$ cat src/design/assert_macros.svh
// Assertion macros used by the ALU core top level.
// Included by name; no other dependencies.
`ifndef ASSERT_MACROS_SVH
`define ASSERT_MACROS_SVH
`ifndef ASSERT_OFF
`define ASSERT_PROP(lbl, clk, rstn, prop) \
  lbl: assert property (@(posedge clk) disable iff (!rstn) prop) \
    else $error("assertion failed");
`define ASSERT_NEVER(lbl, clk, rstn, cond) \
  lbl: assert property (@(posedge clk) disable iff (!rstn) !(cond)) \
    else $error("forbidden condition seen");
`else
`define ASSERT_PROP(lbl, clk, rstn, prop)
`define ASSERT_NEVER(lbl, clk, rstn, cond)
`endif
`endif

$ cat src/design/vtia_pkg.sv
// Shared types and codes of the typed 64-bit ALU core.
// No dependencies.
package vtia_pkg;

  // Operation codes.
  typedef enum logic [3:0] {
    OP_ADD = 4'd0, OP_SUB = 4'd1, OP_MUL = 4'd2, OP_DIV = 4'd3,
    OP_REM = 4'd4, OP_NEG = 4'd5, OP_EQ = 4'd6, OP_NE = 4'd7,
    OP_LT = 4'd8, OP_LE = 4'd9, OP_GT = 4'd10, OP_GE = 4'd11,
    OP_AND = 4'd12, OP_OR = 4'd13, OP_NOT = 4'd14, OP_INVALID = 4'd15
  } func_e;

  // Operand and result type tags.
  typedef enum logic [1:0] {
    TY_VOID = 2'd0, TY_INT = 2'd1, TY_BOOL = 2'd2, TY_OTHER = 2'd3
  } tag_e;

  // Result status codes.
  typedef enum logic [1:0] {
    ST_OK = 2'd0, ST_STATE = 2'd1, ST_TYPE = 2'd2
  } status_e;

  // Control word of one classified operation.
  typedef struct packed {
    func_e   func;
    status_e status;
    logic    sign_a;
    logic    sign_b;
    logic    b_zero;
  } op_ctl_t;

  localparam int unsigned FifoDepth  = 4;

endpackage

$ cat src/design/vtia_fifo.sv
// Short register queue between the front end and the execution pipeline.
// Depends on vtia_pkg.
module vtia_fifo #(
  parameter int unsigned DATA_WIDTH = 64
) (
  input  logic                   clk_i,
  input  logic                   rst_ni,
  input  logic                   push_i,
  input  vtia_pkg::op_ctl_t      ctl_i,
  input  logic [DATA_WIDTH-1:0]  a_i,
  input  logic [DATA_WIDTH-1:0]  b_i,
  output logic                   full_o,
  output logic                   valid_o,
  input  logic                   pop_i,
  output vtia_pkg::op_ctl_t      ctl_o,
  output logic [DATA_WIDTH-1:0]  a_o,
  output logic [DATA_WIDTH-1:0]  b_o
);
  import vtia_pkg::*;

  localparam int unsigned PtrW = $clog2(FifoDepth);

  op_ctl_t               ctl_mem [FifoDepth];
  logic [DATA_WIDTH-1:0] a_mem   [FifoDepth];
  logic [DATA_WIDTH-1:0] b_mem   [FifoDepth];
  logic [PtrW-1:0]       wr_ptr_q, wr_ptr_d, rd_ptr_q, rd_ptr_d;
  logic [PtrW:0]         count_q, count_d;
  logic                  do_push, do_pop;

  assign full_o  = (count_q == (PtrW+1)'(FifoDepth));
  assign valid_o = (count_q != '0);
  assign do_push = push_i && !full_o;
  assign do_pop  = pop_i && valid_o;

  // Pointer and fill count update.
  always_comb begin
    wr_ptr_d = do_push ? wr_ptr_q + 1'b1 : wr_ptr_q;
    rd_ptr_d = do_pop ? rd_ptr_q + 1'b1 : rd_ptr_q;
    count_d  = count_q + (PtrW+1)'(do_push) - (PtrW+1)'(do_pop);
  end

  always_ff @(posedge clk_i or negedge rst_ni) begin
    if (!rst_ni) begin
      wr_ptr_q <= '0;
      rd_ptr_q <= '0;
      count_q  <= '0;
    end else begin
      wr_ptr_q <= wr_ptr_d;
      rd_ptr_q <= rd_ptr_d;
      count_q  <= count_d;
    end
  end

  // Storage write.
  always_ff @(posedge clk_i) begin
    if (do_push) begin
      ctl_mem[wr_ptr_q] <= ctl_i;
      a_mem[wr_ptr_q]   <= a_i;
      b_mem[wr_ptr_q]   <= b_i;
    end
  end

  assign ctl_o = ctl_mem[rd_ptr_q];
  assign a_o   = a_mem[rd_ptr_q];
  assign b_o   = b_mem[rd_ptr_q];

endmodule

$ cat config.mk
export PLATFORM = sky130hd
export DESIGN_NAME = vtia_fifo
export DESIGN_NICKNAME = d
export VERILOG_FILES = /design/src/design/assert_macros.svh /design/src/design/vtia_pkg.sv /design/src/design/vtia_fifo.sv
export SDC_FILE = /design/constraint.sdc
export NUM_CORES = 1
export LEC_CHECK = 0
export ABC_CLOCK_PERIOD_IN_PS = 12950
export BUFFER_PORTS_ARGS = -buffer_cell sky130_fd_sc_hd__buf_4
export CORE_UTILIZATION = 45
export DETAILED_ROUTE_END_ITERATION = 10
export SETUP_SLACK_MARGIN = 0.1
export SYNTH_ARGS = -nofsm -noshare
export SYNTH_HDL_FRONTEND = slang
export SYNTH_SLANG_ARGS = --single-unit
export TNS_END_PERCENT = 10
$ cat constraint.sdc
create_clock -name clk_i -period 12.95 [get_ports clk_i]
set_input_delay 3.2375 -clock clk_i [delete_from_list [all_inputs] [get_ports clk_i]]
set_output_delay 3.2375 -clock clk_i [all_outputs]
set_load 0.03 [all_outputs]
# After elaboration in Yosys (flattened, before gate mapping)
# Memories as Yosys holds them, arrays and structs flattened.
# Index checks and enable logic that the tools add are counted.
# word_totals
mem_count	3
ff_bits	7
inputBits	141
ram_bits	548
out_inout_bits	139
word_cells	17
# memory_table
name	depth	width	read_ports	rd_clocked_by_memory_dff	wr	line	text
a_mem	4	64	1	0	1	vtia_fifo.sv:24	logic [DATA_WIDTH-1:0] a_mem [FifoDepth];
b_mem	4	64	1	0	1	vtia_fifo.sv:25	logic [DATA_WIDTH-1:0] b_mem [FifoDepth];
ctl_mem	4	9	1	0	1	vtia_fifo.sv:23	op_ctl_t ctl_mem [FifoDepth];
# classes
muxes	2
n_reduce_logical	4
n_addsub	4
eq_ne	1
# op_table
cell	count
2-bit by 1-bit adder with 2-bit output (second input constant)	2
3-bit by 1-bit adder with 3-bit output	1
3-bit == test (second input constant)	1
3-bit nonzero test	1
3-bit by 1-bit subtractor with 3-bit output	1
1-bit logical AND	2
1-bit 2-to-1 mux	2
1-bit logical NOT	1

# Longest topological paths before layout
# depth
depth_word	5
ltp_mapped	9
depth_no_buf	9

# Worst setup path before layout
# Ideal clock, no wire load.
# synth_path
kind	input -> register
from	input push_i
to	memory a_mem[0][0] (enable)
setup_ns	0.514
arrival_time_ns	6.444
setup_slack_ns	5.993
cell_stages	1
required_time_ns	12.436
path_cell_list	and3b_1
# synth_between
elab_chain_len	3
# synth_rtl
element	line	text
start: declaration	vtia_fifo.sv:8	input logic push_i,
1-bit logical AND	vtia_fifo.sv:32	assign do_push = push_i && !full_o;
1-bit 2-to-1 mux	vtia_fifo.sv:56	if (do_push) begin
1-bit 2-to-1 mux (implied by the code)	vtia_fifo.sv:58	a_mem[wr_ptr_q] <= a_i;
end: declaration	vtia_fifo.sv:24	
# No other way between the ends.

# Worst setup path in the final report
# layout_path
from	register rd_ptr_q[1]
to	output a_o[26]
# layout_between
elab_chain_len	1
# layout_rtl
element	line	text
start: declaration	vtia_fifo.sv:26	logic [PtrW-1:0] wr_ptr_q, wr_ptr_d, rd_ptr_q, rd_ptr_d;
start signal: assignment	vtia_fifo.sv:49	rd_ptr_q <= rd_ptr_d;
memory read 4 x 64 bit	n/a	
end: declaration	vtia_fifo.sv:16	output logic [DATA_WIDTH-1:0] a_o,
# No other way between the ends.

==> results.md <==
Global route:
- The via count of the first global-routing pass is ~9.5k.
- Across every metal layer, demand over resource in global routing totals 0.170.
- Entering global routing, the biggest net connects 54 pins.
- The first-pass GRT wire length is slightly below 60 mm.
- The number of antenna violations at the first check in global routing is 3.
- The overflow left after global routing is 0.

Floorplan:
- The vertical die dimension is 214 um.
- The width of the die is 214 um.
- For this configuration, the core starts out at a cell density of 0.457.
- The die covers approximately 0.046 mm^2.
- The core area is 0.0443 mm^2.
- For this design the top-level I/O count stands at 280.
- The number of standard-cell rows in the floorplan is 77.

Pwr:
- The static leakage is 0.00839 uW.
- Dividing total power by cell area gives a power density of 252 mW/mm^2.
- The worst-case vdd ir drop is between 0.15 and 0.2 mV.
- For this design the total switching power over the nets is about 2100 uW.
- Internal power comes to roughly 4200 uW.
- The sequential share of power is 0.400.
- Of the total power, combinational logic draws 0.348.
- The switching part of the total power is 0.329.
- The fraction of power consumed by the clock network is 0.253.

Place:
- In this run, placement finished with an instance count of 1609.
- The placed wire-length estimate after detailed placement is between 20 and 25 mm.
- During placement, the flow inserted port buffers numbering roughly 280.
- The final weighted congestion in routability-driven placement is between 0.7 and 0.8.

Setup path:
- The critical path is of the flip-flop to output pin type.
- Walking the worst path, the cells encountered are buf_4 > buf_4 > mux4_2 > buf_4.
- In this run the critical register-to-register path is launched from count_q[2].
- The library cell contributing the largest single delay on the critical path is sky130_fd_sc_hd__dfrtp_4.
- For the worst setup path, the data required time is 9.71 ns.
- The most repeated library cell on the critical path is sky130_fd_sc_hd__buf_4.
- The worst register-to-register path ends at b_mem[0][7].
- STA puts the critical path data arrival time at approximately 3.7 ns.
- STA classifies the critical path startpoint as a flip-flop.
- The stage delay of the slowest cell on the critical path is 0.88 ns.
- In this run the worst setup path begins at rd_ptr_q[1].
- The number of cells on the critical path is 4.
- The endpoint of the most critical setup path is a_o[26].
- The number of buffer and inverter stages on the critical path is 3.
- The number of cell instances on the worst register-to-register path is 3.
- Of all nets on the critical path, the largest fanout is 50.
- STA classifies the critical path endpoint as an output pin.
- On the critical path the largest part of the delay comes from buffers and inverters.
- The setup check on the worst reg-to-reg path leaves a slack of 10.25 ns.

Routing:
- Dividing the detail-routed via count by the number of cells gives 5.21.
- The pre-antenna-repair detailed-routing pass consisted of 4 iterations.
- The total via count in the routed design is just under 9k.
- For this run, design rule violations remaining after detail routing come to 0.
- In this run the remaining antenna-violating nets after routing total 0.
- The number of DRC violations after detailed-routing iteration 0 is about 600.
- Dividing the detail-routed wire length by the instance count gives ~22 um.
- The total wire length is around 39 mm.

STA:
- Setup violations remaining at the end of the flow were counted as 0.
- The worst path in the final design needs a cycle of 6.90 ns, including I/O delays and setup.
- The relative slew slack is 0.342.
- The setup clock skew after layout is roughly 0.0085 ns.
- For this run, the top clock speed supported by timing is around 150 MHz.
- After routing, the total negative slack on setup checks comes to 0 ns.
- For the pin with the worst max-slew slack, the measured transition is roughly 0.99 ns.
- The count of final hold-check violations is 0.
- Dividing the final minimum period by the clock period gives 0.532.
- Setup repair after global routing left no endpoint under its margin.
- The max-slew violation count is 0.

Clocking:
- The number of clock sinks is approximately 560.
- Clock-pin slew was measured on the worst setup and hold paths at about 0.060 ns.
- The number of post-CTS setup repair buffers is 0.
- The number of buffers added by the clock tree synthesis step is 55.
- The H-tree was split into 2 levels.
- At the later pin of the worst-skew pair, clock insertion delay measures 0.58 ns.
- The total of hold buffers inserted after clock tree synthesis is 0.
- Once the clock tree was built, the resizer swapped 0 gates to a different size.
- The clock tree buffer depth is 3.
- The master cell of the clock root buffer is sky130_fd_sc_hd__clkbuf_16.
- The clock tree from TritonCTS is done.

Finish:
- The library cell used most frequently in the layout, excluding fill and tap cells, is sky130_fd_sc_hd__edfxtp_1.
- Leaving out filler cells and counting taps, the final layout contains ~1.7k.
- In the final layout, the share of cells above drive strength 1 is 0.458.
- Fill cells in the final layout number about 3.4k.
- For this run, the share of the core covered by cells in the final layout is 0.559.
- The layout net count is roughly 1.2k.
- From synthesis to final layout, the design area changed by 22.3%.
- The top cell types in the final layout, fill and taps aside, are sky130_fd_sc_hd__edfxtp_1, sky130_fd_sc_hd__buf_4, sky130_fd_sc_hd__mux4_2, sky130_fd_sc_hd__clkbuf_16, sky130_fd_sc_hd__clkinv_1.

Logic synthesis:
- The number of nets in the synthesized netlist is 904.
- Each instance of the synthesized netlist takes up on average approximately 27 um^2.
- After synthesis the cells add up to approximately 0.020 mm^2.
- Synthesis inferred 555 register bits.
- The yosys synthesis warning count is 0.
- The sequential share of the synthesized area is 0.821.
- Counting every instance in the synthesized netlist gives ~760.
- The synthesized netlist contains 21 unique library cells.

Outcome:
- The flow ran to the end, and the final reports show no timing, DRC or antenna violations.

Min path:
- The class of the tightest hold or removal check is flip-flop to flip-flop.

Run:
- The tool flagged a number of max-cap violations equal to 0.
synthesized netlist by cell type:
master                        n  area (um^2)
sky130_fd_sc_hd__buf_2       13         65.1
sky130_fd_sc_hd__mux4_2     137         3090
sky130_fd_sc_hd__nand2_1      1         3.75
sky130_fd_sc_hd__o311ai_0     1         8.76
sky130_fd_sc_hd__inv_1        5         18.8
sky130_fd_sc_hd__ha_1         6         75.1
sky130_fd_sc_hd__or3_1        1         6.26
sky130_fd_sc_hd__clkbuf_1     2         7.51
sky130_fd_sc_hd__and3b_1      4         35.0
sky130_fd_sc_hd__nor3b_2      1         12.5
sky130_fd_sc_hd__nand2b_1     4         25.0
sky130_fd_sc_hd__dfrtp_1      7          175
sky130_fd_sc_hd__buf_6       14          158
sky130_fd_sc_hd__edfxtp_1   548        16500
sky130_fd_sc_hd__o211ai_1     2         15.0
sky130_fd_sc_hd__nand4bb_1    2         22.5
sky130_fd_sc_hd__xnor2_1      3         26.3
sky130_fd_sc_hd__o31a_1       1         8.76
sky130_fd_sc_hd__xor2_1       1         8.76
sky130_fd_sc_hd__buf_4        2         15.0
sky130_fd_sc_hd__fa_1         1         20.0
worst reg2reg max path, stage by stage, from the launching register on:
cell and delay [ns]:
sky130_fd_sc_hd__dfrtp_1 0.45, sky130_fd_sc_hd__nor3b_2 0.25, sky130_fd_sc_hd__and3b_4 0.84, sky130_fd_sc_hd__buf_4 0.77
cells by family (layout without fill, tap and decap cells):
logic type / count (synthesis) / in the layout / share of synthesized area
fa+ha+maj: 7 / 7 / 0.00470
simple gates: 13 / 13 / 0.00519
buf+inv: 36 / 399 / 0.0130
other cells: 0 / 3 / 0
mux: 137 / 137 / 0.152
xor+xnor: 4 / 4 / 0.00173
compound gates: 4 / 4 / 0.00161
flops: 555 / 555 / 0.821
how the worst min path moves through the flow:
stage / start / to / slack (ns) / cells after the start
after floorplan: wr_ptr_q[1] / wr_ptr_q[1] / 0.54 / 2
after global placement: wr_ptr_q[1] / wr_ptr_q[1] / 0.59 / 2
after detailed placement: wr_ptr_q[1] / wr_ptr_q[1] / 0.60 / 2
after CTS: wr_ptr_q[1] / wr_ptr_q[1] / 0.61 / 2
after global routing: wr_ptr_q[1] / wr_ptr_q[1] / 0.67 / 2
final: wr_ptr_q[1] / wr_ptr_q[1] / 0.60 / 2
power by group through the flow:
stage	clock [uW]	sequential, uW	combinational, uW
after floorplan	0	2500	1530
after global placement	0	2520	2220
after detailed placement	0	2540	2220
after CTS	1610	2500	2220
after global routing	1680	2520	2290
final	1570	2490	2170
sequential cells by signal, indices dropped and copies added (netlist names):
signal	cells
a_mem	256
b_mem	256
ctl_mem	36
count_q	3
rd_ptr_q	2
wr_ptr_q	2
cell type report:
| cell class | count | area [um^2] | share of cell area |
|---|---|---|---|
| clock inverters | 34 | 330 | 0.0133 |
| repair buffers | 292 | 2190 | 0.0885 |
| well taps | 592 | 741 | 0.0299 |
| clock buffers | 68 | 1470 | 0.0593 |
| flip-flops and latches | 555 | 16600 | 0.672 |
| inverters | 5 | 18.8 | 0.000758 |
| multi-input cells | 165 | 3370 | 0.136 |
| diodes | 3 | 7.51 | 0.000303 |
routing by layer:
metal	GRT usage	routed length, um
met1	0.229	16200
met2	0.272	18700
met3	0.0505	2800
met4	0.0483	708
met5	0	31
per-stage QoR:
stage          hold WS [ns]  total power [uW]  setup slack, ns  cell area [um^2]
2_1_floorplan         0.543              4030             5.99             20200
3_3_place_gp          0.590              4740             6.61             23000
3_5_place_dp          0.595              4760             6.60             23000
4_1_cts               0.613              6340             5.96             24800
5_1_grt               0.670              6500             5.79             24800
6_report              0.605              6230             6.05             24800
Note: power is estimated with default switching activity, not from simulation.
