### config.mk
export PLATFORM = sky130hd
export DESIGN_NAME = vtia_front
export DESIGN_NICKNAME = d
export VERILOG_FILES = /design/src/design/assert_macros.svh /design/src/design/vtia_pkg.sv /design/src/design/vtia_front.sv
export SDC_FILE = /design/constraint.sdc
export NUM_CORES = 1
export LEC_CHECK = 0
export ABC_AREA = 1
export BUFFER_PORTS_ARGS = -buffer_cell sky130_fd_sc_hd__buf_2
export CAP_MARGIN = 10
export CORE_AREA = 2 2 108 110
export DETAILED_ROUTE_END_ITERATION = 7
export DIE_AREA = 0 0 110 112
export PLACE_DENSITY = 0.54
export SLEW_MARGIN = 10
export SYNTH_ARGS = -nofsm -noshare
export SYNTH_HDL_FRONTEND = slang
export SYNTH_SLANG_ARGS = --single-unit
### constraint.sdc
create_clock -name vclk -period 1.45
set_clock_uncertainty 0.15 [all_clocks]
set_input_delay 0.145 -clock vclk [all_inputs]
set_output_delay 0.145 -clock vclk [all_outputs]
set_load 0.05 [all_outputs]
### src/design/assert_macros.svh
// Assertion macros used by the ALU core top level.
// Included by name; no other dependencies.
`ifndef ASSERT_MACROS_SVH
`define ASSERT_MACROS_SVH
`ifndef ASSERT_OFF
`define ASSERT_PROP(lbl, clk, rstn, prop) \
  lbl: assert property (@(posedge clk) disable iff (!rstn) prop) \
    else $error("assertion failed");
`define ASSERT_NEVER(lbl, clk, rstn, cond) \
  lbl: assert property (@(posedge clk) disable iff (!rstn) !(cond)) \
    else $error("forbidden condition seen");
`else
`define ASSERT_PROP(lbl, clk, rstn, prop)
`define ASSERT_NEVER(lbl, clk, rstn, cond)
`endif
`endif

### src/design/vtia_pkg.sv
// Shared types and codes of the typed 64-bit ALU core.
// No dependencies.
package vtia_pkg;

  // Operation codes.
  typedef enum logic [3:0] {
    OP_ADD = 4'd0, OP_SUB = 4'd1, OP_MUL = 4'd2, OP_DIV = 4'd3,
    OP_REM = 4'd4, OP_NEG = 4'd5, OP_EQ = 4'd6, OP_NE = 4'd7,
    OP_LT = 4'd8, OP_LE = 4'd9, OP_GT = 4'd10, OP_GE = 4'd11,
    OP_AND = 4'd12, OP_OR = 4'd13, OP_NOT = 4'd14, OP_INVALID = 4'd15
  } func_e;

  // Operand and result type tags.
  typedef enum logic [1:0] {
    TY_VOID = 2'd0, TY_INT = 2'd1, TY_BOOL = 2'd2, TY_OTHER = 2'd3
  } tag_e;

  // Result status codes.
  typedef enum logic [1:0] {
    ST_OK = 2'd0, ST_STATE = 2'd1, ST_TYPE = 2'd2
  } status_e;

  // Control word of one classified operation.
  typedef struct packed {
    func_e   func;
    status_e status;
    logic    sign_a;
    logic    sign_b;
    logic    b_zero;
  } op_ctl_t;

  localparam int unsigned FifoDepth  = 4;

endpackage

### src/design/vtia_front.sv
// Front end: checks operand count and types and classifies the operation.
// Depends on vtia_pkg.
module vtia_front #(
  parameter int unsigned DATA_WIDTH = 64
) (
  input  vtia_pkg::func_e            func_i,
  input  logic [63:0]                operand_a_i,
  input  logic [63:0]                operand_b_i,
  input  logic [1:0]                 tag_a_i,
  input  logic [1:0]                 tag_b_i,
  input  logic                       plain_a_i,
  input  logic                       plain_b_i,
  input  logic [1:0]                 depth_available_i,
  output vtia_pkg::op_ctl_t          ctl_o,
  output logic [DATA_WIDTH-1:0]      a_o,
  output logic [DATA_WIDTH-1:0]      b_o
);
  import vtia_pkg::*;

  logic [DATA_WIDTH-1:0] a_w, b_w;
  logic unary, logic_op, want_bool, depth_ok, a_ok, b_ok;
  tag_e want;

  assign a_w = operand_a_i[DATA_WIDTH-1:0];
  assign b_w = operand_b_i[DATA_WIDTH-1:0];

  // Operand requirements of the operation.
  always_comb begin
    unary     = (func_i == OP_NEG) || (func_i == OP_NOT);
    logic_op  = (func_i == OP_AND) || (func_i == OP_OR) || (func_i == OP_NOT);
    want_bool = logic_op ||
                (((func_i == OP_EQ) || (func_i == OP_NE)) && (tag_a_i == TY_BOOL));
    want      = want_bool ? TY_BOOL : TY_INT;
    depth_ok  = unary ? (depth_available_i != 2'd0) : depth_available_i[1];
    a_ok      = (tag_a_i == want) && plain_a_i &&
                (!want_bool || (a_w[DATA_WIDTH-1:1] == '0));
    b_ok      = (tag_b_i == want) && plain_b_i &&
                (!want_bool || (b_w[DATA_WIDTH-1:1] == '0));
  end

  // Status in check order: count, types, then opcode.
  always_comb begin
    ctl_o.func   = func_i;
    ctl_o.sign_a = a_w[DATA_WIDTH-1];
    ctl_o.sign_b = unary ? 1'b0 : b_w[DATA_WIDTH-1];
    ctl_o.b_zero = unary || (b_w == '0);
    if (!depth_ok) begin
      ctl_o.status = ST_STATE;
    end else if (!a_ok || (!unary && !b_ok)) begin
      ctl_o.status = ST_TYPE;
    end else if (func_i == OP_INVALID) begin
      ctl_o.status = ST_STATE;
    end else begin
      ctl_o.status = ST_OK;
    end
    a_o = a_w;
    b_o = unary ? '0 : b_w;
  end

endmodule

**Word-level counts from Yosys, hierarchy flattened**

Index checks and enable logic that the tools add are counted.

- Eq/ne operators: 10
- Multiplexer cells: 7
- Reduce and logical (&&, ||, !) cells: 23

Operators by type and width:

| cell | number |
|---|---|
| $logic_not 63->1 | 2 |
| $logic_not 64->1 | 1 |
| $mux 64 | 1 |
| $eq 4x4->1 const B | 4 |
| $eq 4x3->1 const B | 3 |
| $logic_or 1x1->1 | 9 |
| $logic_and 1x1->1 | 6 |
| $mux 2 | 3 |
| $eq 2x2->1 | 2 |
| $logic_not 1->1 | 4 |
| $mux 1 | 3 |
| $eq 2x2->1 const B | 1 |
| $reduce_bool 2->1 | 1 |

- Flip-flop bits (word level): 0
- Output and inout port bits: 137
- Input bits: 140
- Word-level logic and storage cells: 40

**Logic depth before layout (Yosys ltp)**

Gate-level depths: netlist of the first run.

- Depth after elaboration: 13
- Gate-level depth with buffers: 11
- Mapped depth without buffers: 11

**Least setup slack after synthesis of the first run**

Ideal clock, no wire load.

- Path type: input to output
- Start: input operand_b_i[15]
- End: output ctl_o[0] (netlist bit)
- Stages: 5
- Arrival: 1.727 ns
- Data required time: 1.155 ns
- Buffers on the path: 0
- Slack: -0.572 ns
- Cells stage by stage: nor2_1 > nand2_1 > nor4_1 > nand3_1 > o21ai_0

RTL lines:

| what | RTL line | source |
|---|---|---|
| start: declaration | vtia_front.sv:8 | `input logic [63:0] operand_b_i,` |
| end: declaration | vtia_front.sv:14 | `output vtia_pkg::op_ctl_t ctl_o,` |

==> results of run 1 <==
-- cell usage in the layout, fill, tap and decap left out, drive strengths merged --
| cell | instances |
|---|---|
| buf | 342 |
| nor2 | 153 |
| inv | 72 |
| nand2 | 51 |
| nand3 | 5 |
| a21oi | 3 |
| o21ai | 3 |
| a22o | 1 |
| a22oi | 1 |
| o21bai | 1 |
| nor4 | 1 |
| nor3 | 1 |
| nand4 | 1 |
| clkbuf | 1 |
-- what timing repair did --
action                                  4_1_cts  5_1_grt
endpoints found under the setup margin       68       68
buffers inserted                             11        7
gates resized for setup                     191      137
pin swaps                                    27       50
cloned                                        1        1
-- metrics by stage --
stage          setup TNS, ns  setup WS, ns  power (W)  instances  area [um2]
5_1_grt               -12.72        -0.307    0.00251        779        4890
6_report               -9.76        -0.202    0.00240        779        4890
3_5_place_dp          -14.84        -0.449    0.00187        764        3570
3_3_place_gp          -14.44        -0.451    0.00187        764        3570
2_1_floorplan          -2.41        -0.214    0.00144        370        2210
4_1_cts                -5.90        -0.239    0.00220        776        4330
-- worst max-delay path by stage --
stage               startpoint       end  slack [ns]
6_report             func_i[2]  ctl_o[3]       -0.20
5_1_grt        operand_b_i[23]  ctl_o[3]       -0.31
4_1_cts        operand_b_i[33]  ctl_o[4]       -0.24
3_5_place_dp   operand_a_i[28]  ctl_o[3]       -0.45
3_3_place_gp   operand_a_i[28]  ctl_o[3]       -0.45
2_1_floorplan        func_i[2]   b_o[27]       -0.21
-- final cells by class --
class	count	area [um2]	share of cell area (%)
timing repair buffer	343	2830	57.8
multi-input combinational	221	1600	32.7
tap	143	179	3.66
inverter	72	283	5.78
-- cell usage after synthesis --
cell type / count / area [um2]
a21oi_1: 2 / 10.0
a21oi_4: 1 / 16.3
a22o_1: 1 / 8.76
a22oi_1: 1 / 7.51
buf_12: 6 / 120
buf_2: 1 / 5.00
buf_4: 70 / 526
inv_1: 68 / 255
inv_2: 4 / 15.0
nand2_1: 49 / 184
nand2_2: 2 / 12.5
nand3_1: 5 / 25.0
nand4_1: 1 / 6.26
nor2_1: 102 / 383
nor2_2: 1 / 6.26
nor2_4: 50 / 563
nor3_1: 1 / 5.00
nor4_1: 1 / 6.26
o21ai_0: 2 / 10.0
o21ai_1: 1 / 5.00
o21bai_1: 1 / 7.51
-- kinds of logic after synthesis --
logic type      share of synthesized area (%)
compound gates                           2.99
buf+inv                                  42.3
simple gates                             54.7
-- layer usage --
metal / share of wire, % / GRT usage [%]
met2: 55 / 22.9
met5: 0 / 0
met3: 5.5 / 0.761
met4: 1.0 / 1.10
met1: 38 / 17.4
-- where the power goes --
group	leakage (nW)	internal [W]	switching, W
Sequential	0	0	0
Clock	0	0	0
Combinational	2.56	0.000936	0.00146
Total	2.56	0.000936	0.00146
==> results.cfg, run 1 <==
[logic_synthesis]
netlist_area_um2 = 2180
postSynthCellCount = 370
yosysUniqueCellTypes = 21
yosys_warnings = 0
synth-seq-area-share_pct = 0
syn_nets = 510
syn_area_per_cell_um2 = 5.88

[placement]
post-dp-hpwl_um = 7030
port_buffers = 275
place.gp.congestion = 0.791

[finish]
final_net_count = 778
area_growth_pct = 125
fillCellCount = 1109
design.seq.count = 0
nClkBuffers = 0
seq_area_um2 = 0
drive_above_1_share_pct = 72.8
diodes = 0
final_util_pct = 43.8

[detailed_routing]
vias_per_cell = 3.80
remaining_drc_errors = 0
detail-route-antenna-nets = 0
drt_wl_total_um = 9310
routedWlPerCell_um = 12.0
drt_pass1_iterations = 4
drtIter0Drc = 65
vias = 2960

[timing]
period_needed_ns = 1.65
rsz0062_at_grt = true
slew_headroom_pct = 82.6
fin_ws_ns = -0.202
hold_slack_ns = 0.140
hold_viol = 0
worst_slew_pin_slew_ns = 0.263
report.final.slew_viol_count = 0
fin_crit_sh_pct = 114
max_freq_mhz = 605
setup_viol = 68

[min_path]
hp-start = operand_a_i[0]
worstHoldEndpoint = a_o[0]
min_path_cells = 0
min_path_type = primary input to primary output

[floorplanning]
chipHeight_um = 112
die_w_um = 110
dieArea_um2 = 12300
row_count = 39
ios = 277
core_area_um2 = 11200
initial_core_util_pct = 19.5

[flow_run]
cap_violations = 0

[worst_setup_path]
startpoint_type = primary input
worst-path-buf-inv = 6
cpMostUsedCell = nand2_4
critPathMaxFanout = 8
crit_cells = 11
end_kind = primary output
worstPathArrival_ns = 1.36
crit_family = buffers and inverters
slowest_delay_ns = 0.25
required_ns = 1.15
path_cells = buf_8, nand2_4, inv_2, a22o_1, nand2_4, inv_12, buf_4, a21oi_4, inv_2, nand2_4, buf_8
path_class = primary input to primary output
critPathSlowestCell = a22o_1

[pwr]
leakagePower_nw = 2.56
p_per_area_nw_per_um2 = 490
ir_worst_vdd_v = 0.000341

[global_route]
grt_usage_pct = 12.8
antenna_found_initial = 0
grt_max_degree = 15
grt_pass1_vias = 2676
grt_pass1_wl_um = 12900
grt_overflow = 0

[clock_network]
holdBufCountCts = 0

[outcome]
violations = negative setup slack
status = finished with violations
(Power assumes the default switching activity.)
==> run 2, diff against run 1 <==
Settings changed: ABC_AREA 1 to unset, CORE_AREA 2 2 108 110 to 2 2 107 109, DIE_AREA 0 0 110 112 to 0 0 109 111, PLACE_DENSITY 0.54 to 0.47.
==> run 2 against run 1 <==
The run still ends with negative setup slack left. Count of clock-buffer cells in the layout is the same. Critical path depth is 3 lower. Routed wire length is 8.2% higher. Critical endpoint unchanged. Largest cell class unchanged.
==> results.cfg, run 2 <==
[outcome]
status = finished with violations
violations = negative setup slack

[min_path]
min_path_cells = 0
min_path_type = primary input to primary output

[placement]
port_buffers = 275
place.gp.congestion = 0.789
post-dp-hpwl_um = 7170
postPlaceCellArea_um2 = 3110

[logic_synthesis]
synth.area.top_cells = buf_4 37%, and2_1 28%, nor4_1 13%, nand4_1 3.9%, clkbuf_1 1.8%
synth-seq-area-share_pct = 0
synth_compound_area_share_pct = 6.57
yosysTopAreaCell = buf_4
synth_top_family_by_area = simple AND/OR/NAND/NOR gates
postSynthCellCount = 213
synth_top_area_share_pct = 36.8
yosys_warnings = 0
synth_fa_ha_area_share_pct = 0
synth.area.mux_share_pct = 0
syn_area_per_cell_um2 = 6.71
netlist_area_um2 = 1430
synth.most_common_cell = buf_4
yosysUniqueCellTypes = 29
yosys.area_share.simple_pct = 54.6
synth_xor_area_share_pct = 0
synthTopCellsByCount = 70 x buf_4, 64 x and2_1, 30 x nor4_1
syn_nets = 353

[floorplanning]
row_count = 39
ios = 277
die_w_um = 109
dieArea_um2 = 12100
chipHeight_um = 111
initial_core_util_pct = 12.9
core_area_um2 = 11100

[global_route]
grt_pass1_vias = 2826
grt_pass1_wl_um = 14500
antenna_found_initial = 1
grt_usage_pct = 15.1
grt_max_degree = 9
grt_overflow = 0

[worst_setup_path]
crit_cells = 8
worst-path-buf-inv = 3
worstPathArrival_ns = 1.83
critPathMaxFanout = 2
slowest_delay_ns = 0.33
required_ns = 1.15
path_class = primary input to primary output
startpoint_type = primary input
crit_family = simple AND/OR/NAND/NOR gates
critPathSlowestCell = nor4_4
path_cells = buf_2, nor4_4, nand4_1, nor4_2, buf_4, a311o_1, a21o_2, buf_12
end_kind = primary output

[finish]
drive_above_1_share_pct = 91.4
final_cell_mix = 195 x buf_2, 71 x buf_8, 64 x and2_4
final_util_pct = 39.5
seq_area_um2 = 0
final_common_cell = buf_2
nClkBuffers = 0
area_growth_pct = 206
fillCellCount = 1050
final_net_count = 631
multi_input_area_um2 = 1290
design.seq.count = 0
postLayoutCellArea_um2 = 4370

[timing]
setup_viol = 68
rsz0062_at_grt = true
report.final.slew_viol_count = 0
hold_slack_ns = 0.140
finalSetupTns_ns = -9.84
hold_viol = 0
fin_crit_sh_pct = 146
period_needed_ns = 2.12
max_freq_mhz = 471
worst_slew_pin_slew_ns = 0.313
slew_headroom_pct = 79.2
fin_ws_ns = -0.672

[pwr]
leakagePower_nw = 2.23
power.total_w = 0.00223
ir_worst_vdd_v = 0.000285
p_per_area_nw_per_um2 = 509

[detailed_routing]
routedWlPerCell_um = 15.9
detail-route-antenna-nets = 0
drtIter0Drc = 68
drt_wl_total_um = 10100
remaining_drc_errors = 0
drt_pass1_iterations = 4
vias_per_cell = 4.18
vias = 2643

[flow_run]
cap_violations = 0

[clock_network]
holdBufCountCts = 0
[run 2: worst paths after layout]
check,end,from
worst min-delay path,a_o[0],operand_a_i[0]
worst max-delay path,ctl_o[3],operand_b_i[48]
[run 2: report_power, final]
group          switching (W)         total, W     internal (W)
clock network              0  0.0000000000925  0.0000000000925
logic                0.00128          0.00223         0.000942
registers                  0                0                0
[run 2: final cells by class]
class | count | area share (%)
inverter | 1 | 0.0858
antenna | 1 | 0.0572
tap | 143 | 4.09
multi-input combinational | 135 | 29.5
timing repair buffer | 353 | 66.2
[run 2: cells by family after synthesis]
family / Yosys count
AND/OR/NAND/NOR: 122
buffers and inverters: 78
AO/OA/AOI/OAI: 13
[run 2: through the flow]
| step | std cells | setup WS [ns] |
|---|---|---|
| floorplan | 213 | -0.341 |
| global placement | 616 | -0.960 |
| detailed placement | 616 | -0.964 |
| CTS | 636 | -0.679 |
| global route | 633 | -0.750 |
| finish | 633 | -0.672 |
[run 2: what timing repair did]
action	4_1_cts	5_1_grt
cloned	7	0
setup buffers	14	2
gates resized for setup	260	26
pin swaps	68	17
setup endpoints to repair	68	68
[run 2: per-layer routing]
layer	part of all wire, %	vias to the layer above	track usage, %	routed length [um]
met5	0	-	0	0
met4	2.0	0	3.16	197
met3	8.6	12	2.35	864
met2	58	172	32.9	5870
met1	31	1224	13.6	3140
li1	-	1235	-	-
==> run 3, diff against run 2 <==
Settings changed: PLACE_DENSITY 0.47 to 0.44.
==> run 3 against run 2 <==
The flow still finishes with violations (negative setup slack). Sequential share of layout area unchanged. Global-route usage increased by 1.2 points. Fmax rose by 0.50%. Die area did not move. Critical path type unchanged. Critical endpoint is now ctl_o[4]. Largest cell class unchanged. Highest routed layer unchanged.
==> results.cfg, run 3 (synthesis results as in run 2) <==
[outcome]
status = finished with violations
violations = negative setup slack

[placement]
dp.cells = 617
postPlaceCellArea_um2 = 3130
place.gp.congestion = 0.718
post-dp-hpwl_um = 7820
port_buffers = 275

[worst_setup_path]
slowest_delay_ns = 0.60
cpMostUsedCell = a211oi_4
critPathSlowestCell = or4_4
end_kind = primary output
path_cells = buf_2, nor4_2, buf_4, nand4_1, or4_4, a211oi_4, a211oi_4, buf_6
required_ns = 1.15
critPathMaxFanout = 2
startpoint_type = primary input
crit_family = simple AND/OR/NAND/NOR gates
worst-path-buf-inv = 3
path_class = primary input to primary output
worstPathArrival_ns = 1.82

[pwr]
leakagePower_nw = 2.24
power.internal_w = 0.000949
combPwrFrac_pct = 100.0
seqPwrFrac_pct = 0
clkPwrFrac_pct = 0
p_per_area_nw_per_um2 = 511
p_switching_w = 0.00128
ir_worst_vdd_v = 0.000265
swShare_pct = 57.5

[global_route]
antenna_found_initial = 1
grt_overflow = 0
grt_pass1_wl_um = 15200
grt_max_degree = 9
grt_pass1_vias = 2844
grt_usage_pct = 16.2

[timing]
setup_viol = 68
max_freq_mhz = 474
fin_ws_ns = -0.661
hold_viol = 0
report.final.slew_viol_count = 0
finalSetupTns_ns = -12.48
rsz0062_at_grt = true
fin_crit_sh_pct = 146
worst_slew_pin_slew_ns = 0.367
slew_headroom_pct = 75.3
period_needed_ns = 2.11

[finish]
seq_area_um2 = 0
final_net_count = 631
multi_input_area_um2 = 1260
fillCellCount = 1030
postLayoutCellArea_um2 = 4370
nClkBuffers = 0
drive_above_1_share_pct = 90.4
final_cell_mix = 192 x buf_2, 69 x buf_8, 64 x and2_4
area_growth_pct = 206
final_common_cell = buf_2
design.seq.count = 0
final_cells = 633

[detailed_routing]
drt_pass1_iterations = 4
routedWlPerCell_um = 16.8
drtIter0Drc = 72
drt_wl_total_um = 10600
detail-route-antenna-nets = 0
vias = 2653
remaining_drc_errors = 0
vias_per_cell = 4.19

[floorplanning]
chipHeight_um = 111
core_area_um2 = 11100
initial_core_util_pct = 12.9
row_count = 39
dieArea_um2 = 12100
die_w_um = 109
ios = 277

[min_path]
min_path_type = primary input to primary output

[flow_run]
cap_violations = 0

[clock_network]
holdBufCountCts = 0
-- run 3: cell count changes in the layout (fill, tap and decap cells not counted) --
cell,change
buf_4,+3
buf_16,+1
and3b_2,+1
nor4_4,+1
buf_8,-2
nor4_2,-7
nor4_1,+6
buf_12,+1
buf_2,-3
and3b_1,-1
-- run 3: power groups by stage --
stage                      Clock, W  Combinational [W]  Sequential [W]
floorplan                         0            0.00124               0
global placement                  0            0.00172               0
detailed placement                0            0.00172               0
CTS                               0            0.00223               0
global route        0.0000000000924            0.00231               0
finish              0.0000000000928            0.00223               0
-- run 3: timing repair --
| item | CTS | global route |
|---|---|---|
| gates cloned | 7 | 0 |
| gates resized for setup | 264 | 14 |
| buffers inserted | 13 | 2 |
| setup endpoints to repair | 68 | 68 |
| pin swaps | 75 | 10 |
-- run 3: final timing paths --
| kind | end | cells after the start | slack [ns] | start |
|---|---|---|---|---|
| max | ctl_o[4] | 8 | -0.66 | operand_a_i[43] |
| min | a_o[0] | 0 | 0.14 | operand_a_i[0] |
-- run 3: cell type report --
class                           instances  share of cell area, %
Multi-Input combinational cell        135                   28.9
Inverter                                1                 0.0859
Tap cell                              143                   4.09
Timing Repair Buffer                  353                   66.9
Antenna cell                            1                 0.0572
-- run 3: per-stage QoR --
stage          worst slack (ns)  hold slack, ns  power [W]  util, %
2_1_floorplan            -0.341           0.307    0.00124        -
3_3_place_gp              -1.07           0.141    0.00172     28.2
3_5_place_dp             -0.993           0.141    0.00172     28.2
4_1_cts                  -0.704           0.141    0.00223     39.9
5_1_grt                  -0.749           0.140    0.00231     39.5
6_report                 -0.661           0.140    0.00223     39.5
-- run 3: routing by layer --
layer  wire length, um  global-route usage, %  up-vias  part of all wire [%]
li1                  -                      -     1240                     -
met1              3540                   15.4     1239                    33
met2              6170                   35.8      166                    58
met3               819                   1.82        8                   7.7
met4                87                   1.62        0                  0.82
met5                 0                      0        -                     0
